<file path="src/hdl/cau_pkg.sv">
// Shared widths, codes, bundle types and the clamp helper
// for the complex arithmetic unit. No dependencies.
package cau_pkg;

	localparam int W         = 16;          // operand and result width
	localparam int F         = 8;           // fraction bits
	localparam int PROD_W    = 2 * W;       // signed product width
	localparam int SUM_W     = 2 * W + 1;   // signed sum of two products
	localparam int MAG_W     = 2 * W;       // magnitude of such a sum
	localparam int ADD_W     = W + 1;       // signed sum of two operands
	localparam int QW        = W + 1;       // quotient bits, one below the result LSB
	localparam int DIV_STEPS = W + 1;       // one quotient bit per stage
	localparam int SH        = W - F;       // align for the overflow test
	localparam int OVF_W     = MAG_W + SH;

	localparam logic [1:0] MODE_ADD = 2'd0;
	localparam logic [1:0] MODE_SUB = 2'd1;
	localparam logic [1:0] MODE_MUL = 2'd2;
	localparam logic [1:0] MODE_DIV = 2'd3;

	localparam logic [1:0] ST_OK  = 2'd0;
	localparam logic [1:0] ST_SAT = 2'd1;
	localparam logic [1:0] ST_DZ  = 2'd2;

	typedef struct packed {
		logic [1:0]              mode;
		logic signed [PROD_W-1:0] rr;   // ar*br
		logic signed [PROD_W-1:0] ii;   // ai*bi
		logic signed [PROD_W-1:0] ri;   // ar*bi
		logic signed [PROD_W-1:0] ir;   // ai*br
		logic signed [PROD_W-1:0] bbr;  // br*br
		logic signed [PROD_W-1:0] bbi;  // bi*bi
		logic signed [ADD_W-1:0]  sum_re;
		logic signed [ADD_W-1:0]  sum_im;
	} prod_t;

	typedef struct packed {
		logic         div;      // divide result, take it from the quotients
		logic         dz;       // divide by zero
		logic         sat;      // saturation of the non-divide result
		logic [W-1:0] res_re;   // non-divide result
		logic [W-1:0] res_im;
		logic         neg_re;
		logic         neg_im;
		logic         ovf_re;   // quotient beyond the result range
		logic         ovf_im;
	} side_t;

	typedef struct packed {
		logic         sat;
		logic [W-1:0] val;
	} clamp_t;

	// signed magnitude to W bits, clamped
	function automatic clamp_t clamp(input logic neg, input logic [MAG_W-1:0] mag);
		logic [MAG_W-1:0] lim;
		clamp_t           c;
		lim = MAG_W'(1) << (W - 1);
		c.sat = 1'b0;
		if (neg) begin
			if (mag > lim) begin
				c.sat = 1'b1;
				c.val = W'(lim);
			end else begin
				c.val = W'(-mag);
			end
		end else begin
			if (mag > lim - MAG_W'(1)) begin
				c.sat = 1'b1;
				c.val = W'(lim - MAG_W'(1));
			end else begin
				c.val = W'(mag);
			end
		end
		return c;
	endfunction

endpackage

</file>
<file path="src/hdl/cau_div.sv">
// Pipelined restoring divider, one quotient bit per stage.
// Gives floor(num * 2^(F+1) / den) when it fits QW bits. Depends on cau_pkg.
module cau_div (
	input  logic                      clk,
	input  logic                      en,
	input  logic [cau_pkg::MAG_W-1:0] num,
	input  logic [cau_pkg::MAG_W-1:0] den,
	output logic [cau_pkg::QW-1:0]    quo
);

	localparam int N = cau_pkg::DIV_STEPS;

	logic [cau_pkg::MAG_W-1:0] rem_in [N];
	logic [cau_pkg::QW-1:0]    quo_in [N];
	logic [cau_pkg::MAG_W-1:0] num_in [N];
	logic [cau_pkg::MAG_W-1:0] den_in [N];

	logic [cau_pkg::MAG_W-1:0] rem_s [N];
	logic [cau_pkg::QW-1:0]    quo_s [N];
	logic [cau_pkg::MAG_W-1:0] num_s [N];
	logic [cau_pkg::MAG_W-1:0] den_s [N];

	assign rem_in[0] = num >> cau_pkg::SH;
	assign quo_in[0] = '0;
	assign num_in[0] = num;
	assign den_in[0] = den;

	for (genvar k = 0; k < N; k++) begin : g_step
		localparam int J = N - 1 - k;   // dividend bit brought down here
		logic                      nbit;
		logic [cau_pkg::MAG_W:0]   t;
		logic [cau_pkg::MAG_W:0]   d;
		logic                      ge;

		if (k > 0) begin : g_link
			assign rem_in[k] = rem_s[k-1];
			assign quo_in[k] = quo_s[k-1];
			assign num_in[k] = num_s[k-1];
			assign den_in[k] = den_s[k-1];
		end

		if (J >= cau_pkg::F + 1) begin : g_bit
			assign nbit = num_in[k][J - cau_pkg::F - 1];
		end else begin : g_zero
			assign nbit = 1'b0;
		end

		assign t  = {rem_in[k], nbit};
		assign d  = {1'b0, den_in[k]};
		assign ge = (t >= d);

		always_ff @(posedge clk) begin
			if (en) begin
				rem_s[k] <= ge ? cau_pkg::MAG_W'(t - d) : t[cau_pkg::MAG_W-1:0];
				quo_s[k] <= {quo_in[k][cau_pkg::QW-2:0], ge};
				num_s[k] <= num_in[k];
				den_s[k] <= den_in[k];
			end
		end
	end

	assign quo = quo_s[N-1];

endmodule
</file>
<file path="config.mk">
export PLATFORM = sky130hd
export DESIGN_NAME = cau_div
export DESIGN_NICKNAME = d
export VERILOG_FILES = /design/src/hdl/cau_pkg.sv /design/src/hdl/cau_div.sv
export SDC_FILE = /design/constraint.sdc
export NUM_CORES = 2
export LEC_CHECK = 0
export BUFFER_PORTS_ARGS = -buffer_cell sky130_fd_sc_hd__buf_2
export CAP_MARGIN = 20
export CORE_ASPECT_RATIO = 2
export CORE_MARGIN = 2
export CORE_UTILIZATION = 64
export DETAILED_ROUTE_END_ITERATION = 16
export PLACE_DENSITY_LB_ADDON = 0.08
export RECOVER_POWER = 50
export SETUP_SLACK_MARGIN = 0.4
export SYNTH_ARGS = -nofsm -noshare
export SYNTH_HDL_FRONTEND = slang
export SYNTH_SLANG_ARGS = --single-unit
</file>
<file path="constraint.sdc">
create_clock -name clk -period 4.55 [get_ports clk]
set_input_delay 1.1375 -clock clk [delete_from_list [all_inputs] [get_ports clk]]
set_output_delay 1.1375 -clock clk [all_outputs]
set_load 0.02 [all_outputs]
</file>
==> out/qor.csv <==
metric;value;unit
floorplan.initialDensity;0.643;
synth_ff_type;sky130_fd_sc_hd__edfxtp_1;
avgSynthCellArea;11.1;sq um
hpwl;139;mm
die_height;471;microns
wire_length_of_the_first_global_routing_pass;265;mm
core_area;0.108;sq mm
die_area;0.112;sq mm
cts.root.buffer_cell;sky130_fd_sc_hd__clkbuf_16;
timing.critical_path.to_type;flop;
dominant_combinational_cell_family_by_area_after_synthesis;compound AO/OA/AOI/OAI gates;
design_power_total;53.5;mW
drt_drc_violations_left;0;
static-leakage-power;32.0;nW
timing_worst_slew_pin_value;2310;ps
dr_total_vias;48400;
worst_clock_skew;20.8;ps
synthXorXnorAreaFrac;0.0533;
cts.clk_slew.worst_paths;70;ps
placementRows;171;
layout_commonest_cell;sky130_fd_sc_hd__edfxtp_1;
path_class;flop to flop;
ant_nets;0;
route.detailed.wl_per_inst;21.9;microns
outcome;complete, but fails checks;
fin_tns_setup;0;ps
most-common-layout-cells;sky130_fd_sc_hd__edfxtp_1, sky130_fd_sc_hd__inv_1, sky130_fd_sc_hd__a21oi_1;
cts_inserted_buffers;106;
synth.lib_cells_used.distinct;97;
finalNetCount;7134;
max_cap_violations;7;
finalWeightedCongestion;0.908;
fraction_of_layout_cells_with_a_size_suffix_above_1;0.0993;
synth_compound_area_frac;0.151;
syn-instance-count;6276;
area_overhead_of_the_layout_relative_to_synthesis;10.0;%
clock.fmax;244;MHz
critPathMaxFanout;31;
tritoncts;done;
synth-adder-area-share;0.101;
setup_repair_after_global_routing_missed_its_margin;no;
pin_count_of_the_biggest_net_entering_global_routing;114;
synthesized_area;0.0697;sq mm
finalCriticalPeriod;4100;ps
violations;capacitance limit, slew limit;
htree_num_levels;3;
timing.critical_path.from_type;flop;
yosys_register_bits;1205;
port_buffers;82;
worst_slew_margin_rel;-0.542;
holdCritPathClass;flop to flop;
grt.total_usage;0.315;
global_route.overflow_total;0;
synth_sequential_area_ratio;0.519;
power.ir.vdd_worst;465;uV
critical_path_arrival;4580;ps
postLayoutCoreUtil;0.708;
warnings_synthesis;0;
number_of_global_route_vias_before_repair;52600;
crit_required;5030;ps
die_width;237;microns
synth-simple-area-share;0.0960;
finalMaxSlewViolations;403;
synthesis.nets;6894;
post-synth-top-area-fraction;0.519;
cts.sinks;1205;
power_density;698;mW/mm^2
via_per_inst;6.05;
hold_viol;0;
synth_async_sr_flop_share;0;
detailedRoute.firstPassIterationCount;7;
synth_enable_flop_cells;1205;
clk-insertion-delay-late;740;ps
wirelength;175;mm
synth.top_cells.by_area;sky130_fd_sc_hd__edfxtp_1, sky130_fd_sc_hd__ha_1, sky130_fd_sc_hd__a21oi_1;
pin_count;83;
finalCritPeriodShare;0.901;
antenna_found_initial;6;
yosys_top_cell_by_area;sky130_fd_sc_hd__edfxtp_1;
setup-violations-final;0;
max-clock-path-buffers;3;
share_of_synthesized_area_spent_on_multiplexers;0.0327;
first_iter_violations;2206;
## stage by stage
stage	cells	setup slack, ps	hold WS [ps]	area [sq um]
floorplan	6276	563	400	69700
global placement	7787	239	400	73000
detailed placement	7788	178	405	73000
CTS	7985	415	413	76600
global route	7998	337	418	76600
finish	8005	451	415	76700
## logic make-up after synthesis
| family | Yosys count |
|---|---|
| compound gates | 1665 |
| simple gates | 1391 |
| flops | 1205 |
| buf+inv | 835 |
| fa+ha+maj | 552 |
| xor+xnor | 424 |
| mux | 204 |
## timing repair
item                                    in CTS  in global routing
pin swaps                                    1                  3
hold buffers                                 0                  0
gates resized for setup                      5                 23
endpoints found under the setup margin      79                202
setup buffers                                0                  4
## layout make-up
class,count,area (sq um)
Antenna cell,16,40.0
Fill cell,7871,31600
Multi-Input combinational cell,4236,30500
Timing Repair Buffer,289,2140
Inverter,678,2540
Clock buffer,121,2730
Sequential cell,1205,36200
Clock inverter,76,823
Tap cell,1384,1730
## metal layers
metal  up-vias  wire length, microns  global-route usage
met5         -                     0                   0
met4         0                 25000               0.376
met3       713                  4120              0.0339
met2      1134                103000               0.661
met1     23200                 43500               0.193
li1      23400                     -                   -
## critical path, cell delays in order (launching register included)
cell                        delay [ps]
sky130_fd_sc_hd__edfxtp_1          410
sky130_fd_sc_hd__ha_1              410
sky130_fd_sc_hd__and3_1            350
sky130_fd_sc_hd__nand2_1           220
sky130_fd_sc_hd__o32a_1            390
sky130_fd_sc_hd__o31a_1            190
sky130_fd_sc_hd__o2111ai_1         380
sky130_fd_sc_hd__nand4_1           140
sky130_fd_sc_hd__nand3_1           230
sky130_fd_sc_hd__a21o_2            670
sky130_fd_sc_hd__mux2_2            420
## state kept, by name, indices dropped and copies added (netlist names)
register,cells
den_s,512
quo_s,153
num_s,28
rem_s,512
## worst paths after layout
path / cells past startpoint / start / to / slack [ps]
hold / removal: 0 / quo_s[3][3]$_DFFE_PP_ / quo_s[4][4]$_DFFE_PP_ / 410
setup reg to reg: 10 / rem_s[0][237]$_DFFE_PP_ / rem_s[0][262]$_DFFE_PP_ / 450
hold reg to reg: 0 / quo_s[3][3]$_DFFE_PP_ / quo_s[4][4]$_DFFE_PP_ / 410
setup / recovery: 10 / rem_s[0][237]$_DFFE_PP_ / rem_s[0][262]$_DFFE_PP_ / 450
## synthesized netlist by cell type, types with 26 or more instances
cell,number
sky130_fd_sc_hd__a211oi_1,34
sky130_fd_sc_hd__a21o_1,266
sky130_fd_sc_hd__a21oi_1,563
sky130_fd_sc_hd__a31oi_1,48
sky130_fd_sc_hd__and2_1,26
sky130_fd_sc_hd__and3_1,48
sky130_fd_sc_hd__buf_2,42
sky130_fd_sc_hd__clkbuf_1,100
sky130_fd_sc_hd__edfxtp_1,1205
sky130_fd_sc_hd__ha_1,536
sky130_fd_sc_hd__inv_1,677
sky130_fd_sc_hd__mux2_1,47
sky130_fd_sc_hd__mux2_2,140
sky130_fd_sc_hd__nand2_1,375
sky130_fd_sc_hd__nand2b_1,91
sky130_fd_sc_hd__nand3_1,86
sky130_fd_sc_hd__nand4_1,108
sky130_fd_sc_hd__nor2_1,397
sky130_fd_sc_hd__nor2b_1,74
sky130_fd_sc_hd__nor3_1,73
sky130_fd_sc_hd__o211ai_1,26
sky130_fd_sc_hd__o21a_1,72
sky130_fd_sc_hd__o21ai_0,352
sky130_fd_sc_hd__o21bai_1,56
sky130_fd_sc_hd__o31ai_1,44
sky130_fd_sc_hd__xnor2_1,262
sky130_fd_sc_hd__xor2_1,162
## report_power, final
group,switching (mW),internal (mW)
Combinational,15.1,11.2
Sequential,1.42,16.4
Clock,4.20,5.18
(Power assumes the default switching activity.)
