==> src/hdl/cau_pkg.sv <==
// Shared widths, codes, bundle types and the clamp helper
// for the complex arithmetic unit. No dependencies.
package cau_pkg;

	localparam int W         = 16;          // operand and result width
	localparam int F         = 8;           // fraction bits
	localparam int PROD_W    = 2 * W;       // signed product width
	localparam int SUM_W     = 2 * W + 1;   // signed sum of two products
	localparam int MAG_W     = 2 * W;       // magnitude of such a sum
	localparam int ADD_W     = W + 1;       // signed sum of two operands
	localparam int QW        = W + 1;       // quotient bits, one below the result LSB
	localparam int DIV_STEPS = W + 1;       // one quotient bit per stage
	localparam int SH        = W - F;       // align for the overflow test
	localparam int OVF_W     = MAG_W + SH;

	localparam logic [1:0] MODE_ADD = 2'd0;
	localparam logic [1:0] MODE_SUB = 2'd1;
	localparam logic [1:0] MODE_MUL = 2'd2;
	localparam logic [1:0] MODE_DIV = 2'd3;

	localparam logic [1:0] ST_OK  = 2'd0;
	localparam logic [1:0] ST_SAT = 2'd1;
	localparam logic [1:0] ST_DZ  = 2'd2;

	typedef struct packed {
		logic [1:0]              mode;
		logic signed [PROD_W-1:0] rr;   // ar*br
		logic signed [PROD_W-1:0] ii;   // ai*bi
		logic signed [PROD_W-1:0] ri;   // ar*bi
		logic signed [PROD_W-1:0] ir;   // ai*br
		logic signed [PROD_W-1:0] bbr;  // br*br
		logic signed [PROD_W-1:0] bbi;  // bi*bi
		logic signed [ADD_W-1:0]  sum_re;
		logic signed [ADD_W-1:0]  sum_im;
	} prod_t;

	typedef struct packed {
		logic         div;      // divide result, take it from the quotients
		logic         dz;       // divide by zero
		logic         sat;      // saturation of the non-divide result
		logic [W-1:0] res_re;   // non-divide result
		logic [W-1:0] res_im;
		logic         neg_re;
		logic         neg_im;
		logic         ovf_re;   // quotient beyond the result range
		logic         ovf_im;
	} side_t;

	typedef struct packed {
		logic         sat;
		logic [W-1:0] val;
	} clamp_t;

	// signed magnitude to W bits, clamped
	function automatic clamp_t clamp(input logic neg, input logic [MAG_W-1:0] mag);
		logic [MAG_W-1:0] lim;
		clamp_t           c;
		lim = MAG_W'(1) << (W - 1);
		c.sat = 1'b0;
		if (neg) begin
			if (mag > lim) begin
				c.sat = 1'b1;
				c.val = W'(lim);
			end else begin
				c.val = W'(-mag);
			end
		end else begin
			if (mag > lim - MAG_W'(1)) begin
				c.sat = 1'b1;
				c.val = W'(lim - MAG_W'(1));
			end else begin
				c.val = W'(mag);
			end
		end
		return c;
	endfunction

endpackage

==> src/hdl/cau_mult.sv <==
// Input register and product stage (s1, s2).
// Depends on cau_pkg.
module cau_mult (
	input  logic                        clk,
	input  logic                        arst_n,
	input  logic                        en,
	input  logic                        in_valid,
	input  logic [1:0]                  mode,
	input  logic signed [cau_pkg::W-1:0] ar,
	input  logic signed [cau_pkg::W-1:0] ai,
	input  logic signed [cau_pkg::W-1:0] br,
	input  logic signed [cau_pkg::W-1:0] bi,
	output logic                        valid_s2,
	output cau_pkg::prod_t              prod_s2
);

	logic                         valid_s1;
	logic [1:0]                   mode_s1;
	logic signed [cau_pkg::W-1:0] ar_s1, ai_s1, br_s1, bi_s1;

	always_ff @(posedge clk or negedge arst_n) begin
		if (!arst_n) begin
			valid_s1 <= 1'b0;
			valid_s2 <= 1'b0;
		end else if (en) begin
			valid_s1 <= in_valid;
			valid_s2 <= valid_s1;
		end
	end

	always_ff @(posedge clk) begin
		if (en) begin
			mode_s1 <= mode;
			ar_s1   <= ar;
			ai_s1   <= ai;
			br_s1   <= br;
			bi_s1   <= bi;
		end
	end

	always_ff @(posedge clk) begin
		if (en) begin
			prod_s2.mode <= mode_s1;
			prod_s2.rr   <= cau_pkg::PROD_W'(ar_s1) * cau_pkg::PROD_W'(br_s1);
			prod_s2.ii   <= cau_pkg::PROD_W'(ai_s1) * cau_pkg::PROD_W'(bi_s1);
			prod_s2.ri   <= cau_pkg::PROD_W'(ar_s1) * cau_pkg::PROD_W'(bi_s1);
			prod_s2.ir   <= cau_pkg::PROD_W'(ai_s1) * cau_pkg::PROD_W'(br_s1);
			prod_s2.bbr  <= cau_pkg::PROD_W'(br_s1) * cau_pkg::PROD_W'(br_s1);
			prod_s2.bbi  <= cau_pkg::PROD_W'(bi_s1) * cau_pkg::PROD_W'(bi_s1);
			if (mode_s1 == cau_pkg::MODE_SUB) begin
				prod_s2.sum_re <= cau_pkg::ADD_W'(ar_s1) - cau_pkg::ADD_W'(br_s1);
				prod_s2.sum_im <= cau_pkg::ADD_W'(ai_s1) - cau_pkg::ADD_W'(bi_s1);
			end else begin
				prod_s2.sum_re <= cau_pkg::ADD_W'(ar_s1) + cau_pkg::ADD_W'(br_s1);
				prod_s2.sum_im <= cau_pkg::ADD_W'(ai_s1) + cau_pkg::ADD_W'(bi_s1);
			end
		end
	end

endmodule

==> config.mk <==
export PLATFORM = sky130hd
export DESIGN_NAME = cau_mult
export DESIGN_NICKNAME = d
export VERILOG_FILES = /design/src/hdl/cau_pkg.sv /design/src/hdl/cau_mult.sv
export SDC_FILE = /design/constraint.sdc
export NUM_CORES = 2
export LEC_CHECK = 0
export BUFFER_PORTS_ARGS = -buffer_cell sky130_fd_sc_hd__buf_2
export CELL_PAD_IN_SITES_DETAIL_PLACEMENT = 1
export CELL_PAD_IN_SITES_GLOBAL_PLACEMENT = 1
export CORE_MARGIN = 10
export CORE_UTILIZATION = 35
export DETAILED_ROUTE_END_ITERATION = 6
export GPL_TIMING_DRIVEN = 1
export PLACE_DENSITY = 0.69
export SLEW_MARGIN = 20
export SYNTH_ARGS = -nofsm -noshare
export SYNTH_HDL_FRONTEND = slang
export SYNTH_SLANG_ARGS = --single-unit
==> constraint.sdc <==
create_clock -name clk -period 8.15 [get_ports clk]
set_input_delay 1.63 -clock clk [delete_from_list [all_inputs] [get_ports clk]]
set_output_delay 1.63 -clock clk [all_outputs]
set_load 0.02 [all_outputs]
==> run summary <==
The final worst-path cycle share is 0.9402. The combinational family with the most area after synthesis is adder cells. The TritonCTS clock tree is built.

The largest total area in the synthesized netlist belongs to fa_1. The mean post-synth cell area came out at between 9 and 10 sq um. The cell occurring most often along the worst timing path is fa_1. Of the total synthesized cell area, the portion taken by full adders, half adders and majority gates is 0.5490. The combined area of all synthesized cells came out at between 60000 and 70000 sq um. The worst-case setup margin in the final layout came out at 487.1 ps.

The CTS sink count came out at 294. The path class of the tightest hold or removal check is reg -> reg. The biggest fanout along the worst timing path came out at 19.

The starting density of the core is 0.3520. The share of the synthesized area in the top cell type came out at 0.4477. Measured along the x axis, the die boundary spans 460.1 um. STA classifies the critical path endpoint as a flop. After detailed routing, the number of remaining DRC violations is 0. The worst-path cell with the longest stage delay is edfxtp_1.

For this block, the initial DRC count from the detailed router was approximately 2400. The number of setup buffers added after CTS is 0. The final weighted congestion in routability-driven placement is about 0.85. By startpoint and endpoint, the worst setup path is classified as reg -> reg. The residual antenna-violating net count after detailed routing is 0. The data required time at the worst endpoint came out at around 8600 ps. The number of global-route vias before repair came out at 54640. The worst path arrival time came out at between 8000 and 9000 ps.

In this run, post-CTS hold repair placed 0 buffers. The number of buffers on the longest clock path is 3. Leaving out fill and tap cells, the most frequent cell in the layout is inv_1. For this run, the total global-route usage over all layers was measured as 0.1904. The signed area change from the synthesized netlist to the final layout came out at 9.384%. The multiplexer fraction of the synthesized cell area came out at 0.001071. The die height came out at roughly 460 um. After synthesis, the cell types taking the most area are fa_1, edfxtp_1, ha_1. The library cells used most frequently in the layout, excluding fill and tap cells, are inv_1, fa_1, nand2_1, ha_1, and2_1. The routed design has roughly 200000 um of wire. The number of cells upsized or downsized after cts is 0.

The total negative setup slack is 0 ps. The top-level port count is about 300. The row count came out at about 160. The first-pass GRT wire length is ~320000 um. The final number of hold-violating endpoints is 0. The worst hold slack is slightly below 500 ps. The max-slew violation count came out at 0.

The count of endpoints failing setup in the final report came out at 0. The post-synthesis sequential area ratio is 0.1301. The synthesis-stage register bit count came out at slightly below 300. STA classifies the critical path startpoint as a flop. The normalized max-slew margin is 0.3047. The run finished with clean final reports. In the synthesized netlist the dominant register cell turns out to be edfxtp_1. The simple-gate portion of the synthesized area is 0.1179. Walking the worst path, the cells encountered are buf_4 -> and2_1 -> fa_1 -> inv_1 -> fa_1 -> fa_1 -> inv_1 -> fa_1 -> fa_1 -> inv_1 -> fa_1 -> inv_1 -> ha_1 -> nand4_1 -> a211oi_1 -> a221oi_1 -> nor2b_1 -> a311oi_1 -> o41ai_1 -> buf_4 -> a21o_1 -> a21oi_1 -> xnor2_1. The post-placement setup slack is roughly 480 ps. After detailed routing, the average wire length per cell comes to between 20 and 25 um. Setup repair after global routing left no endpoint under its margin.

The detail-routed via count per cell is ~4.9. The final setup skew is around 23 ps. The number of antenna violations at the first check in global routing was 7. Counting flops with a built-in enable in the synthesized netlist gives approximately 300. The half-perimeter wire length of the detailed placement result came out at between 150000 and 200000 um. For the pin with the worst max-slew slack, the measured transition is 1030 ps.

The cell count after synthesis is a little under 7000. The floorplan step defined a die boundary enclosing between 200000 and 250000 sq um. The source-to-sink clock delay at the later pin of the worst-skew pair is 660 ps. The global route total overflow is 0. Summing over every cut layer, the via total after detailed routing is 47070. Measured on the finished design, the core utilization comes to 0.3850. The fraction of final layout cells with drive strength greater than 1 is 0.07693. Clock-pin slew was measured on the worst setup and hold paths at 70 ps. The post-route minimum period came out at approximately 7700 ps. The largest single stage delay on the critical path is 1010 ps. Entering global routing, the biggest net connects roughly 120 pins.

The highest clock rate is approximately 130 MHz. The compound-gate portion of the synthesized area came to 0.04891. The total of warnings raised by yosys came out at 0. The cell at the root of the clock tree is clkbuf_16. The filler cells instantiated in the layout total 21900. The pre-antenna-repair detailed-routing pass consisted of 5 iterations.

The H-tree was split into 2 levels. In this run the standard cell core region covers approximately 190000 sq um. The TritonCTS buffer count came out at 43. Of all flip-flops after synthesis, the portion carrying an async set or reset was 0.006803. The final net count came out at just over 9000. The count of max-cap constraint violations is 0. Yosys mapped the design onto 75 distinct sky130hd cell types. The xor-xnor portion of the synthesized cell area is 0.03644.

Input and output buffers added on the ports amount to slightly below 300.
## state kept, by name (all words and copies together), names as in the netlist
name,flops
valid_s1,1
br_s1,16
ar_s1,16
ai_s1,16
bi_s1,16
mode_s1,2
prod_s2,226
valid_s2,1
## synth_stat cells, types with 6 or more instances
master / instances
clkbuf_1: 257
nor3_1: 42
o21bai_1: 31
fa_1: 1516
o211ai_1: 9
nor2_1: 237
or2_2: 6
edfxtp_1: 292
xor2_1: 54
a211oi_1: 14
xnor2_1: 228
o21ai_0: 80
nand4_1: 9
a211o_1: 13
a21oi_1: 167
clkinv_1: 12
o31ai_1: 14
and3_1: 14
o21a_1: 28
or3_1: 16
and2_1: 540
buf_1: 27
inv_1: 1802
a21o_1: 54
nand2b_1: 32
a31oi_1: 16
ha_1: 549
a31o_2: 14
nand3_1: 33
nor2b_1: 27
nand2_1: 676
## cell type report
type	instances	area, sq um	share of cell area
Inverter	1816	6817	0.09193
Timing Repair Buffer	447	2850	0.03844
Clock buffer	49	1099	0.01482
Multi-Input combinational cell	4513	51080	0.6889
Sequential cell	294	8818	0.1189
Tap cell	2526	3161	0.04262
Antenna cell	6	15.01	0.0002025
Clock inverter	30	311.5	0.004202
## worst paths after layout
check                      slack (ps)  depth (start not counted)       start           end
hold reg to reg                   480                          0  mode_s1[0]  prod_s2[226]
hold / removal                    480                          0  mode_s1[0]  prod_s2[226]
min in group asynchronous         740                          1      arst_n      valid_s2
setup reg to reg                  490                         23    ar_s1[6]  prod_s2[158]
max in group asynchronous        7320                          1      arst_n      valid_s1
setup / recovery                  490                         23    ar_s1[6]  prod_s2[158]
## routing by layer
metal  GRT usage  vias up  part of all wire
met5           0        -           0.00013
met3     0.02724      202             0.054
met4     0.04979        4             0.028
met2      0.3091     1098              0.47
li1            -    20850                 -
met1      0.2666    24920              0.45
## through the flow
stage | instances | instance area, sq um
3_3_place_gp | 9591 | 72610
6_report | 9681 | 74150
3_5_place_dp | 9592 | 72630
2_1_floorplan | 6909 | 67790
4_1_cts | 9671 | 74040
5_1_grt | 9677 | 74140
## critical path: cells and delay by family (launching register included)
family | cells | cell delay [ps]
adder cells (fa/ha/maj) | 7 | 3170
AO/OA/AOI/OAI | 6 | 1430
flip-flops | 1 | 1010
AND/OR/NAND/NOR | 3 | 850
buffers and inverters | 6 | 810
XOR/XNOR | 1 | 130
## logic make-up after synthesis
family	count (synthesis)
AO/OA/AOI/OAI	505
multiplexers	7
AND/OR/NAND/NOR	1652
XOR/XNOR	282
adder cells (fa/ha/maj)	2065
flip-flops	294
other	1
buffers and inverters	2102
Power is not shown: default switching activity piles up to over one toggle a cycle in this logic, so the estimate is an artifact.
