[config.mk]
export PLATFORM = sky130hd
export DESIGN_NAME = cau_prep
export DESIGN_NICKNAME = d
export VERILOG_FILES = /design/src/hdl/cau_pkg.sv /design/src/hdl/cau_prep.sv
export SDC_FILE = /design/constraint.sdc
export NUM_CORES = 1
export LEC_CHECK = 0
export BUFFER_PORTS_ARGS = -buffer_cell sky130_fd_sc_hd__buf_2
export CAP_MARGIN = 20
export CORE_MARGIN = 4
export CORE_UTILIZATION = 40
export CTS_BUF_LIST = sky130_fd_sc_hd__clkbuf_4
export DETAILED_ROUTE_END_ITERATION = 16
export MAX_ROUTING_LAYER = met4
export PLACE_DENSITY_LB_ADDON = 0.08
export SLEW_MARGIN = 20
export SYNTH_ARGS = -nofsm -noshare
export SYNTH_HDL_FRONTEND = slang
export SYNTH_SLANG_ARGS = --single-unit
export TNS_END_PERCENT = 5
[constraint.sdc]
create_clock -name clk -period 10 [get_ports clk]
set_input_delay 2 -clock clk [delete_from_list [all_inputs] [get_ports clk]]
set_output_delay 2 -clock clk [all_outputs]
set_load 0.01 [all_outputs]
[src/hdl/cau_pkg.sv]
// Shared widths, codes, bundle types and the clamp helper
// for the complex arithmetic unit. No dependencies.
package cau_pkg;

	localparam int W         = 16;          // operand and result width
	localparam int F         = 8;           // fraction bits
	localparam int PROD_W    = 2 * W;       // signed product width
	localparam int SUM_W     = 2 * W + 1;   // signed sum of two products
	localparam int MAG_W     = 2 * W;       // magnitude of such a sum
	localparam int ADD_W     = W + 1;       // signed sum of two operands
	localparam int QW        = W + 1;       // quotient bits, one below the result LSB
	localparam int DIV_STEPS = W + 1;       // one quotient bit per stage
	localparam int SH        = W - F;       // align for the overflow test
	localparam int OVF_W     = MAG_W + SH;

	localparam logic [1:0] MODE_ADD = 2'd0;
	localparam logic [1:0] MODE_SUB = 2'd1;
	localparam logic [1:0] MODE_MUL = 2'd2;
	localparam logic [1:0] MODE_DIV = 2'd3;

	localparam logic [1:0] ST_OK  = 2'd0;
	localparam logic [1:0] ST_SAT = 2'd1;
	localparam logic [1:0] ST_DZ  = 2'd2;

	typedef struct packed {
		logic [1:0]              mode;
		logic signed [PROD_W-1:0] rr;   // ar*br
		logic signed [PROD_W-1:0] ii;   // ai*bi
		logic signed [PROD_W-1:0] ri;   // ar*bi
		logic signed [PROD_W-1:0] ir;   // ai*br
		logic signed [PROD_W-1:0] bbr;  // br*br
		logic signed [PROD_W-1:0] bbi;  // bi*bi
		logic signed [ADD_W-1:0]  sum_re;
		logic signed [ADD_W-1:0]  sum_im;
	} prod_t;

	typedef struct packed {
		logic         div;      // divide result, take it from the quotients
		logic         dz;       // divide by zero
		logic         sat;      // saturation of the non-divide result
		logic [W-1:0] res_re;   // non-divide result
		logic [W-1:0] res_im;
		logic         neg_re;
		logic         neg_im;
		logic         ovf_re;   // quotient beyond the result range
		logic         ovf_im;
	} side_t;

	typedef struct packed {
		logic         sat;
		logic [W-1:0] val;
	} clamp_t;

	// signed magnitude to W bits, clamped
	function automatic clamp_t clamp(input logic neg, input logic [MAG_W-1:0] mag);
		logic [MAG_W-1:0] lim;
		clamp_t           c;
		lim = MAG_W'(1) << (W - 1);
		c.sat = 1'b0;
		if (neg) begin
			if (mag > lim) begin
				c.sat = 1'b1;
				c.val = W'(lim);
			end else begin
				c.val = W'(-mag);
			end
		end else begin
			if (mag > lim - MAG_W'(1)) begin
				c.sat = 1'b1;
				c.val = W'(lim - MAG_W'(1));
			end else begin
				c.val = W'(mag);
			end
		end
		return c;
	endfunction

endpackage

[src/hdl/cau_prep.sv]
// Combine products (s3), then round/clamp non-divide results and set up
// divider operands (s4). Depends on cau_pkg.
module cau_prep (
	input  logic                         clk,
	input  logic                         arst_n,
	input  logic                         en,
	input  logic                         valid_s2,
	input  cau_pkg::prod_t               prod_s2,
	output logic                         valid_s4,
	output cau_pkg::side_t               side_s4,
	output logic [cau_pkg::MAG_W-1:0]    num_re_s4,
	output logic [cau_pkg::MAG_W-1:0]    num_im_s4,
	output logic [cau_pkg::MAG_W-1:0]    den_s4
);

	logic                            valid_s3;
	logic [1:0]                      mode_s3;
	logic signed [cau_pkg::SUM_W-1:0] re_s3, im_s3;
	logic [cau_pkg::MAG_W-1:0]       den_s3;
	logic signed [cau_pkg::ADD_W-1:0] sum_re_s3, sum_im_s3;

	// s4 logic
	logic                      neg_re, neg_im;
	logic [cau_pkg::MAG_W-1:0] mag_re, mag_im, rnd_re, rnd_im, sel_re, sel_im;
	logic                      sel_nre, sel_nim;
	cau_pkg::clamp_t           c_re, c_im;

	always_ff @(posedge clk or negedge arst_n) begin
		if (!arst_n) begin
			valid_s3 <= 1'b0;
			valid_s4 <= 1'b0;
		end else if (en) begin
			valid_s3 <= valid_s2;
			valid_s4 <= valid_s3;
		end
	end

	always_ff @(posedge clk) begin
		if (en) begin
			mode_s3   <= prod_s2.mode;
			sum_re_s3 <= prod_s2.sum_re;
			sum_im_s3 <= prod_s2.sum_im;
			den_s3    <= cau_pkg::MAG_W'($unsigned(prod_s2.bbr))
				+ cau_pkg::MAG_W'($unsigned(prod_s2.bbi));
			if (prod_s2.mode == cau_pkg::MODE_MUL) begin
				re_s3 <= cau_pkg::SUM_W'(prod_s2.rr) - cau_pkg::SUM_W'(prod_s2.ii);
				im_s3 <= cau_pkg::SUM_W'(prod_s2.ri) + cau_pkg::SUM_W'(prod_s2.ir);
			end else begin
				re_s3 <= cau_pkg::SUM_W'(prod_s2.rr) + cau_pkg::SUM_W'(prod_s2.ii);
				im_s3 <= cau_pkg::SUM_W'(prod_s2.ir) - cau_pkg::SUM_W'(prod_s2.ri);
			end
		end
	end

	always_comb begin
		neg_re = re_s3[cau_pkg::SUM_W-1];
		neg_im = im_s3[cau_pkg::SUM_W-1];
		mag_re = neg_re ? cau_pkg::MAG_W'(-re_s3) : cau_pkg::MAG_W'(re_s3);
		mag_im = neg_im ? cau_pkg::MAG_W'(-im_s3) : cau_pkg::MAG_W'(im_s3);
		// round half away from zero on the magnitude
		rnd_re = (mag_re + (cau_pkg::MAG_W'(1) << (cau_pkg::F - 1))) >> cau_pkg::F;
		rnd_im = (mag_im + (cau_pkg::MAG_W'(1) << (cau_pkg::F - 1))) >> cau_pkg::F;
		if (mode_s3 == cau_pkg::MODE_MUL) begin
			sel_nre = neg_re;
			sel_nim = neg_im;
			sel_re  = rnd_re;
			sel_im  = rnd_im;
		end else begin
			sel_nre = sum_re_s3[cau_pkg::ADD_W-1];
			sel_nim = sum_im_s3[cau_pkg::ADD_W-1];
			sel_re  = sel_nre ? cau_pkg::MAG_W'(-sum_re_s3) : cau_pkg::MAG_W'(sum_re_s3);
			sel_im  = sel_nim ? cau_pkg::MAG_W'(-sum_im_s3) : cau_pkg::MAG_W'(sum_im_s3);
		end
		c_re = cau_pkg::clamp(sel_nre, sel_re);
		c_im = cau_pkg::clamp(sel_nim, sel_im);
	end

	always_ff @(posedge clk) begin
		if (en) begin
			side_s4.div    <= (mode_s3 == cau_pkg::MODE_DIV);
			side_s4.dz     <= (mode_s3 == cau_pkg::MODE_DIV) && (den_s3 == '0);
			side_s4.sat    <= c_re.sat | c_im.sat;
			side_s4.res_re <= c_re.val;
			side_s4.res_im <= c_im.val;
			side_s4.neg_re <= neg_re;
			side_s4.neg_im <= neg_im;
			// quotient needs more than the result range when num >= den * 2^(W-F)
			side_s4.ovf_re <= cau_pkg::OVF_W'(mag_re)
				>= (cau_pkg::OVF_W'(den_s3) << cau_pkg::SH);
			side_s4.ovf_im <= cau_pkg::OVF_W'(mag_im)
				>= (cau_pkg::OVF_W'(den_s3) << cau_pkg::SH);
			num_re_s4 <= mag_re;
			num_im_s4 <= mag_im;
			den_s4    <= den_s3;
		end
	end

endmodule

==> results.sh, run 1 <==
export IMPL_cts_hold_buf=0
export IMPL_pwr_share_seq_pct=37.1
export IMPL_std_cell_rows=83
export IMPL_synth_simple_area_share_pct=17.6
export IMPL_worstSetupPathType="in2reg"
export IMPL_cp_max_fo=8
export IMPL_die_w_um=237
export IMPL_hold_viol=0
export IMPL_gp_congestion=0.949
export IMPL_whs_ns=0.464
export IMPL_pwr_density_cell_nw_per_um2=188
export IMPL_skew_ns=0.0399
export IMPL_start_util_pct=40.6
export IMPL_synth_most_common_cell="edfxtp_1"
export IMPL_synth_xor_area_share_pct=10.5
export IMPL_vias=18100
export IMPL_synth_compound_area_share_pct=19.7
export IMPL_pre_cts_ws_ns=3.09
export IMPL_synthDominantCellAreaShare_pct=38.6
export IMPL_num_nets_final=2900
export IMPL_post_dp_hpwl_um=50600
export IMPL_core_um2=51500
export IMPL_ys_seq_area_share_pct=38.8
export IMPL_ys_ff_latch=271
export IMPL_utilization_pct=47.6
export IMPL_clkLatencyLatePin_ns=0.80
export IMPL_syn_nets=2508
export IMPL_p_sw_share_pct=37.8
export IMPL_tightest_slew_ns=1.08
export IMPL_viasPerCell=5.58
export IMPL_postSynthCellCount=2117
export IMPL_first_pass_iters=5
export IMPL_synth_top_family_by_area="compound AO/OA/AOI/OAI gates"
export IMPL_crit_top_cell="a21o_1"
export IMPL_netlist_top_cell_by_area="edfxtp_1"
export IMPL_fmax_ghz=0.161
export IMPL_cts_sinks=271
export IMPL_leakage_nw=9.86
export IMPL_clkPwrFrac_pct=23.6
export IMPL_area_growth_pct=17.1
export IMPL_dieArea_um2=56000
export IMPL_period_minus_slack_ns=6.21
export IMPL_netlist_area_um2=20900
export IMPL_cell_internal_pwr_w=0.00287
export IMPL_ys_warn_count=0
export IMPL_slew_headroom_pct=27.6
export IMPL_register_area_um2=8130
export IMPL_p_sw_w=0.00175
export IMPL_cts_buffers=76
export IMPL_nFillCells=5006
export IMPL_ys_flop_type="edfxtp_1"
export IMPL_clockRootBuffer="clkbuf_4"
export IMPL_dpl_cell_area_um2=23400
export IMPL_rrSetupSlack_ns=4.64
export IMPL_ioPinCount=368
export IMPL_synthTopCellsByCount="269 x edfxtp_1, 162 x xnor2_1, 156 x ha_1, 140 x nor2_1, 136 x nand2_1"
export IMPL_syn_avg_cell_area_um2=9.88
export IMPL_peakVddDrop_mv=0.0670
export IMPL_drt_first_iter_violations=1603
export IMPL_cp_cell_sequence="buf_2, or3_1, or3_1, nor2_1, nand2_1, nor4_2, a21oi_1, xor2_1, ha_1, a21o_1, a21o_1, a21oi_1, o211ai_1, nor2_1, a21o_1, a31oi_1, o21a_1, o31ai_1, nand4_1, o2111a_1"
export IMPL_status="finished clean"
export IMPL_tns_ns=0
export IMPL_multi_input_area_um2=12200
export IMPL_period_share_pct=62.1
export IMPL_cts_buffer_depth=3
export IMPL_postCtsSetupBuffers=0
export IMPL_synth_edf_count=269
export IMPL_drcViolationCount=0
export IMPL_cts_resized=0
export IMPL_required_ns=10.52
export IMPL_p_comb_share_pct=39.3
export IMPL_final_area_um2=24500
export IMPL_fin_ws_ns=3.79
export IMPL_grt_pass1_vias=16800
export IMPL_grt_first_pass_wirelength_um=97000
export IMPL_yosysUniqueCellTypes=108
export IMPL_wl_um=63700
export IMPL_maxCapViolCount=0
export IMPL_grt_overflow_total=0
export IMPL_rsz0062_at_grt="no"
export IMPL_arrival_ns=6.73
export IMPL_muxShareOfSynthArea_pct=0.652
export IMPL_clkSlewWorstSetupHoldPaths_ns=0.06
export IMPL_netlist_top_cells_area="edfxtp_1 39%, ha_1 9.3%, xnor2_1 6.8%, xor2_1 3.7%, a21oi_1 3.0%"
export IMPL_async_reset_ff_share_pct=0.738
export IMPL_cp_slowest_cell="nor4_2"
export IMPL_grt_util_all_layers_pct=22.4
export IMPL_cts_tree="built"
export IMPL_h_tree_depth=3
export IMPL_drive_gt1_share_pct=22.6
export IMPL_slew_viol_final=0
export IMPL_routedWlPerCell_um=19.6
export IMPL_synthAdderAreaFrac_pct=9.62
export IMPL_grt_max_degree=117
export IMPL_postRouteAntennaNets=0
export IMPL_die_h_um=237
export IMPL_worst_setup_path_end_kind="register"
export IMPL_port_buffers=367
export IMPL_hold_class="reg2reg"
export IMPL_setup_violations=0
export IMPL_cp_slowest_stage_delay_ns=0.60
export IMPL_startpoint_type="input pin"
export IMPL_antenna_found_initial=4
## kinds of logic after synthesis
kind of cell / count (synthesis)
buf+inv: 164
fa+ha+maj: 159
xor+xnor: 250
mux: 13
simple gates: 690
compound gates: 570
flops: 271
## registers in the layout (all words and copies together), names as in the netlist
signal	count
num_re_s4	32
im_s3	33
den_s4	32
sum_re_s3	17
valid_s3	1
re_s3	33
den_s3	32
num_im_s4	32
side_s4	39
valid_s4	1
mode_s3	2
sum_im_s3	17
## final cells by class
class,count,share of cell area [%]
repair buffers,380,7.94
flip-flops and latches,271,33.2
diodes,5,0.0511
multi-input cells,1682,49.6
inverters,98,1.50
clock inverters,18,0.751
clock buffers,114,3.49
well taps,680,3.47
## layer usage
metal	routed length [um]	GRT usage, %	vias to the layer above
met4	1550	7.40	0
met2	27400	31.7	563
li1	-	-	8926
met3	3430	3.42	69
met1	31300	32.8	8554
met5	0	-	-
## worst max-delay path, delay by kind of cell
| family | cells | cell delay (ns) |
|---|---|---|
| XOR/XNOR | 1 | 0.17 |
| AND/OR/NAND/NOR | 7 | 1.89 |
| buffers and inverters | 1 | 0.11 |
| AO/OA/AOI/OAI | 10 | 2.21 |
| adder cells (fa/ha/maj) | 1 | 0.35 |
## metrics by stage
stage                     power (W)  instances
after floorplan             0.00289       2117
after global placement      0.00350       3111
after detailed placement    0.00353       3111
after CTS                   0.00466       3243
after global routing        0.00494       3247
final                       0.00462       3248
## cell usage in the layout (no fill, tap or decap), types with 88 or more instances in the layout
master	synthesis	routed
edfxtp_1	269	269
inv_1	97	97
a21oi_1	124	124
o21ai_0	96	96
nand2_1	136	136
clkbuf_4	0	114
ha_1	156	156
nor2_1	140	140
xnor2_1	162	162
buf_2	12	366
xor2_1	88	88
## path summary, 6_finish.rpt
kind / cells after the start / from / to
min in group asynchronous: 1 / arst_n / valid_s3
max in group asynchronous: 1 / arst_n / valid_s4
worst min-delay path: 0 / den_s3[28] / den_s4[28]
worst max register to register: 17 / re_s3[1] / side_s4[31]
worst min register to register: 0 / den_s3[28] / den_s4[28]
worst max-delay path: 20 / prod_s2[134] / im_s3[29]
## power groups by stage
stage	Sequential, W	Combinational, W	Clock [W]
after CTS	0.00171	0.00181	0.00114
after global placement	0.00173	0.00177	0
final	0.00171	0.00182	0.00109
after floorplan	0.00170	0.00119	0
after detailed placement	0.00173	0.00180	0
after global routing	0.00174	0.00201	0.00120
Note: power is estimated with default switching activity, not from simulation.
==> inputs of run 2 (changes only) <==
--- a/config.mk
+++ b/config.mk
@@ -5,6 +5,7 @@
 export SDC_FILE = /design/constraint.sdc
 export NUM_CORES = 1
 export LEC_CHECK = 0
+export ABC_AREA = 1
 export BUFFER_PORTS_ARGS = -buffer_cell sky130_fd_sc_hd__buf_2
 export CAP_MARGIN = 20
 export CORE_MARGIN = 4
==> constraint.sdc (replaced) <==
create_clock -name clk -period 5.5 [get_ports clk]
set_input_delay 1.1 -clock clk [delete_from_list [all_inputs] [get_ports clk]]
set_output_delay 1.1 -clock clk [all_outputs]
set_load 0.01 [all_outputs]
==> run 2 against run 1 <==
- flip-flop and latch count is the same
- cell count is 29% higher
- sequential share of layout area is 2.4 points lower
- register-to-register slack got worse by 3.3 ns
- global-route usage increased by 2.1 points
- count of clock-buffer cells in the layout is 14 lower
- cell area grew 7.7%
- hold slack worse by 0.38 ns
- sequential power up 77%
- largest cell class unchanged
==> results.sh, run 2 <==
export IMPL_status="finished clean"
export IMPL_period_minus_slack_ns=4.36
export IMPL_routedWlPerCell_um=17.5
export IMPL_clkLatencyLatePin_ns=0.80
export IMPL_top_regs="side_s4: 39 flops, im_s3: 33 flops, re_s3: 33 flops"
export IMPL_cts_resized=0
export IMPL_post_dp_hpwl_um=60500
export IMPL_netlist_area_um2=22700
export IMPL_first_pass_iters=5
export IMPL_arrival_ns=4.88
export IMPL_mostFrequentLayoutCells="713 x nand2_1, 379 x inv_1, 366 x buf_2, 314 x nor2_1, 269 x edfxtp_1"
export IMPL_setup_violations=0
export IMPL_startpoint_type="input pin"
export IMPL_clockRootBuffer="clkbuf_4"
export IMPL_antenna_found_initial=5
export IMPL_layout_commonest_cell="nand2_1"
export IMPL_hold_class="in2async"
export IMPL_num_nets_final=3772
export IMPL_synthTopCellsByCount="713 x nand2_1, 379 x inv_1, 316 x nor2_1, 269 x edfxtp_1, 180 x nand3_1"
export IMPL_h_tree_depth=3
export IMPL_die_w_um=246
export IMPL_wl_um=73300
export IMPL_viasPerCell=5.06
export IMPL_tns_ns=0
export IMPL_yosysUniqueCellTypes=57
export IMPL_ys_warn_count=0
export IMPL_hold_viol=0
export IMPL_ys_flop_type="edfxtp_1"
export IMPL_cts_hold_buf=0
export IMPL_required_ns=6.03
export IMPL_worst_setup_path_end_kind="register"
export IMPL_synthDominantCellAreaShare_pct=35.6
export IMPL_grt_util_all_layers_pct=24.4
export IMPL_netlist_top_cell_by_area="edfxtp_1"
export IMPL_slew_headroom_pct=42.0
export IMPL_cp_max_fo=31
export IMPL_tightest_slew_ns=0.863
export IMPL_synth_most_common_cell="nand2_1"
export IMPL_ioPinCount=368
export IMPL_worstSetupPathType="in2reg"
export IMPL_largest_reg_flops=39
export IMPL_rsz0062_at_grt="no"
export IMPL_cts_sinks=271
export IMPL_drcViolationCount=0
export IMPL_period_share_pct=79.2
export IMPL_grt_first_pass_wirelength_um=113000
export IMPL_leakage_nw=12.5
export IMPL_peakVddDrop_mv=0.138
export IMPL_cts_buffers=73
export IMPL_start_util_pct=40.3
export IMPL_fmax_ghz=0.230
export IMPL_postRouteAntennaNets=0
export IMPL_postCtsSetupBuffers=0
export IMPL_ys_seq_area_share_pct=35.8
export IMPL_gp_congestion=0.948
export IMPL_drt_first_iter_violations=1200
export IMPL_async_reset_ff_share_pct=0.738
export IMPL_grt_max_degree=110
export IMPL_pwr_density_cell_nw_per_um2=322
export IMPL_cts_tree="built"
export IMPL_drive_gt1_share_pct=19.8
export IMPL_dieArea_um2=60600
export IMPL_grt_pass1_vias=20600
export IMPL_ys_ff_latch=271
export IMPL_slew_viol_final=0
export IMPL_top_register="side_s4"
export IMPL_die_h_um=246
export IMPL_vias=21200
export IMPL_nFillCells=5772
export IMPL_core_um2=56300
export IMPL_grt_overflow_total=0
export IMPL_syn_nets=3354
export IMPL_utilization_pct=46.9
export IMPL_postSynthCellCount=2963
export IMPL_total_power_w=0.00850
export IMPL_synth_edf_count=269
export IMPL_cts_buffer_depth=3
export IMPL_netlist_top_cells_area="edfxtp_1 36%, nand2_1 12%, ha_1 8.6%, inv_1 6.3%, nor2_1 5.2%"
export IMPL_std_cell_rows=87
export IMPL_area_growth_pct=16.3
export IMPL_clkSlewWorstSetupHoldPaths_ns=0.07
export IMPL_syn_avg_cell_area_um2=7.66
export IMPL_skew_ns=0.0484
export IMPL_maxCapViolCount=0
export IMPL_port_buffers=367
## run 2: cell types whose count changed after synthesis, moves of 39 or more
cell,before,now
nor2_1,140,316
nand2_2,0,67
nand2b_1,46,0
nor2b_1,39,0
inv_1,97,379
xnor2_1,162,55
nand3_1,45,180
nand2_1,136,713
## run 2: metrics by stage
step	cells	instance area, um2	worst slack [ns]	hold slack (ns)
2_1_floorplan	2963	22700	0.963	0.426
3_3_place_gp	4061	25400	0.416	0.434
3_5_place_dp	4061	25400	0.420	0.438
4_1_cts	4184	26300	1.31	0.000975
5_1_grt	4188	26400	0.735	0.0232
6_report	4188	26400	1.14	0.0859
## run 2: where the power goes
part	leakage, nW	switching, W	internal (W)
Clock	0.563	0.000859	0.00103
Combinational	9.30	0.00245	0.00115
Sequential	2.66	0.000249	0.00277
## run 2: per-layer routing
metal | global-route usage (%) | share of wire (%) | up-vias
met5 | - | 0 | -
met3 | 4.02 | 5.7 | 143
li1 | - | - | 10800
met1 | 31.4 | 45 | 9664
met2 | 38.9 | 46 | 628
met4 | 9.29 | 3.7 | 0
## run 2: area by class of cell
cell class | instances | area (um2) | share of cell area (%)
antenna | 3 | 7.51 | 0.0285
clock buffer | 100 | 751 | 2.85
clock inverter | 23 | 198 | 0.749
inverter | 404 | 1520 | 5.78
multi-input combinational | 2252 | 12800 | 48.7
sequential | 271 | 8130 | 30.8
tap | 756 | 946 | 3.59
timing repair buffer | 379 | 1980 | 7.51
## run 2: final timing paths
path | from | endpoint | slack, ns | cells after the start
min in group clk | den_s3[16] | den_s4[16] | 0.45 | 0
worst max register to register | im_s3[0] | side_s4[19] | 1.35 | 24
worst max-delay path | prod_s2[226] | re_s3[26] | 1.14 | 18
worst min register to register | den_s3[16] | den_s4[16] | 0.45 | 0
max in group asynchronous | arst_n | valid_s4 | 5.32 | 1
worst min-delay path | arst_n | valid_s3 | 0.09 | 1
## run 2: worst max-delay path: stages
cell and delay (ns):
buf_2 0.11, nor2_2 0.40, buf_4 0.42, o21ai_0 0.22, fa_1 0.46, nand3_1 0.10, nand2_1 0.09, a21boi_0 0.31
o21bai_1 0.10, o21ai_0 0.19, o21ai_0 0.21, a21boi_0 0.36, inv_1 0.12, nand2_1 0.08, nand2_1 0.07, a21oi_1 0.21
o21ai_0 0.13, xor2_1 0.17
## run 2: cell families after synthesis
| logic type | share of synthesized area, % |
|---|---|
| xor gates and xnor gates | 6.87 |
| AOI/OAI and AO/OA | 9.93 |
| buffers and inverters | 7.59 |
| adders and majority gates | 8.87 |
| and+or+nand+nor | 30.9 |
| DFF | 35.8 |
==> inputs of run 3 (changes only) <==
==> constraint.sdc (replaced) <==
create_clock -name clk -period 3.8 [get_ports clk]
set_input_delay 0.76 -clock clk [delete_from_list [all_inputs] [get_ports clk]]
set_output_delay 0.76 -clock clk [all_outputs]
set_load 0.01 [all_outputs]
==> run 3 against run 2 <==
- sequential power increased by 45%
- sequential share of layout area decreased by 2.4 points
- flip-flop and latch count unchanged
- cell area increased by 8.3%
- critical path depth increased by 6
- critical path type unchanged
- critical endpoint is now re_s3[29]
- largest cell class unchanged
- highest routed layer unchanged
==> results.sh, run 3 (same netlist as run 2, synthesis figures left out) <==
export IMPL_postRouteAntennaNets=0
export IMPL_cts_buffers=75
export IMPL_grt_first_pass_wirelength_um=114000
export IMPL_largest_reg_flops=39
export IMPL_hold_viol=0
export IMPL_clkLatencyLatePin_ns=0.81
export IMPL_maxCapViolCount=0
export IMPL_num_nets_final=4050
export IMPL_fmax_ghz=0.284
export IMPL_post_dp_hpwl_um=61700
export IMPL_ioPinCount=368
export IMPL_setup_violations=0
export IMPL_p_sw_w=0.00529
export IMPL_status="finished clean"
export IMPL_rsz0062_at_grt="yes"
export IMPL_dieArea_um2=60600
export IMPL_antenna_found_initial=1
export IMPL_start_util_pct=40.3
export IMPL_pwr_share_seq_pct=34.3
export IMPL_grt_overflow_total=0
export IMPL_tns_ns=0
export IMPL_arrival_ns=4.02
export IMPL_skew_ns=0.0479
export IMPL_leakage_nw=13.9
export IMPL_vias=22100
export IMPL_die_h_um=246
export IMPL_area_growth_pct=26.0
export IMPL_clkPwrFrac_pct=20.0
export IMPL_clkSlewWorstSetupHoldPaths_ns=0.06
export IMPL_die_w_um=246
export IMPL_layout_commonest_cell="nand2_1"
export IMPL_cp_max_fo=2
export IMPL_p_sw_share_pct=41.6
export IMPL_grt_util_all_layers_pct=24.6
export IMPL_wl_um=74100
export IMPL_period_share_pct=92.7
export IMPL_hold_class="in2reg"
export IMPL_drt_first_iter_violations=1285
export IMPL_port_buffers=367
export IMPL_drive_gt1_share_pct=26.6
export IMPL_whs_ns=0.153
export IMPL_grt_max_degree=103
export IMPL_period_minus_slack_ns=3.52
export IMPL_viasPerCell=4.95
export IMPL_grt_pass1_vias=21400
export IMPL_worstSetupPathType="in2reg"
export IMPL_h_tree_depth=3
export IMPL_first_pass_iters=5
export IMPL_slew_viol_final=0
export IMPL_pwr_density_cell_nw_per_um2=445
export IMPL_gp_congestion=0.950
export IMPL_tightest_slew_ns=0.805
export IMPL_routedWlPerCell_um=16.6
export IMPL_slew_headroom_pct=46.3
export IMPL_cell_internal_pwr_w=0.00743
export IMPL_top_register="side_s4"
export IMPL_top_regs="side_s4: 39 flops, im_s3: 33 flops, re_s3: 33 flops"
export IMPL_startpoint_type="input pin"
export IMPL_cts_buffer_depth=3
export IMPL_drcViolationCount=0
export IMPL_peakVddDrop_mv=0.189
export IMPL_p_comb_share_pct=45.6
export IMPL_mostFrequentLayoutCells="706 x nand2_1, 379 x inv_1, 366 x buf_2, 308 x nor2_1, 284 x buf_4"
export IMPL_worst_setup_path_end_kind="register"
export IMPL_cts_sinks=271
export IMPL_cts_tree="built"
export IMPL_clockRootBuffer="clkbuf_4"
export IMPL_core_um2=56300
export IMPL_std_cell_rows=87
export IMPL_required_ns=4.30
run 3: cell types whose count changed in the layout (fill, tap and decap cells not counted), sizes merged:
cell and delta:
inv -1, clkbuf +3, bufinv -4, diode -2, dlygate4sd3 +1, clkinv +10
buf +275, clkinvlp +2
run 3: power groups by stage:
stage / clock [W] / combinational (W) / sequential [W]
6_report: 0.00255 / 0.00580 / 0.00437
5_1_grt: 0.00283 / 0.00648 / 0.00441
4_1_cts: 0.00268 / 0.00575 / 0.00437
3_5_place_dp: 0 / 0.00572 / 0.00443
3_3_place_gp: 0 / 0.00565 / 0.00442
2_1_floorplan: 0 / 0.00338 / 0.00441
run 3: per-layer routing:
layer	GRT usage, %	share of wire, %	wire, um	vias up
met5	-	0	0	-
met4	7.24	2.3	1720	0
met3	3.93	5.0	3730	100
met2	40.1	47	34800	557
met1	31.7	46	33800	10100
li1	-	-	-	11300
run 3: worst paths after layout:
| check | startpoint | end | cells after the start | slack (ns) |
|---|---|---|---|---|
| hold reg to reg | den_s3[24] | den_s4[24] | 0 | 0.45 |
| setup reg to reg | im_s3[0] | side_s4[14] | 23 | 0.31 |
| setup / recovery | prod_s2[163] | re_s3[29] | 24 | 0.28 |
| hold / removal | prod_s2[18] | sum_re_s3[1] | 1 | 0.15 |
| max in group asynchronous | arst_n | valid_s4 | 2 | 3.40 |
| min in group asynchronous | arst_n | valid_s3 | 2 | 0.30 |
run 3: cell type report:
class                           instances  area, um2
Clock buffer                          103        773
Antenna cell                            1       2.50
Tap cell                              756        946
Sequential cell                       271       8130
Inverter                              404       1520
Fill cell                            5672      27700
Multi-Input combinational cell       2252      13000
Clock inverter                         30        150
Timing Repair Buffer                  655       4050
run 3: stage by stage:
stage,power [W],setup slack (ns),std cells,area (um2),utilization (%)
global route,0.0137,-0.0441,4472,28600,50.8
detailed placement,0.0102,-0.560,4332,27500,48.8
CTS,0.0128,0.143,4466,28400,50.5
global placement,0.0101,-0.543,4332,27500,48.8
floorplan,0.00779,-0.0697,2963,22700,-
finish,0.0127,0.278,4472,28600,50.8
run 3: repair_timing:
action	in CTS	in global routing
buffers inserted	0	5
setup endpoints to repair	0	46
hold endpoints to repair	2	0
hold buffers	1	0
resized for setup	0	44
run 3: worst max-delay path, stage by stage:
cell and delay, ns:
buf_2 0.09, inv_1 0.07, buf_4 0.11, nand3_1 0.09, nor2_1 0.10, nand2_1 0.08
nor3_2 0.16, nand4_1 0.17, nor2_1 0.16, nand2_1 0.09, nor3_2 0.14, buf_4 0.14
nand3_1 0.10, o41ai_2 0.27, xor2_1 0.18, inv_1 0.07, ha_1 0.29, nand2_1 0.08
nor2_1 0.05, inv_1 0.06, nor2_1 0.06, a2111oi_1 0.39, o21ai_1 0.13, xor2_1 0.16
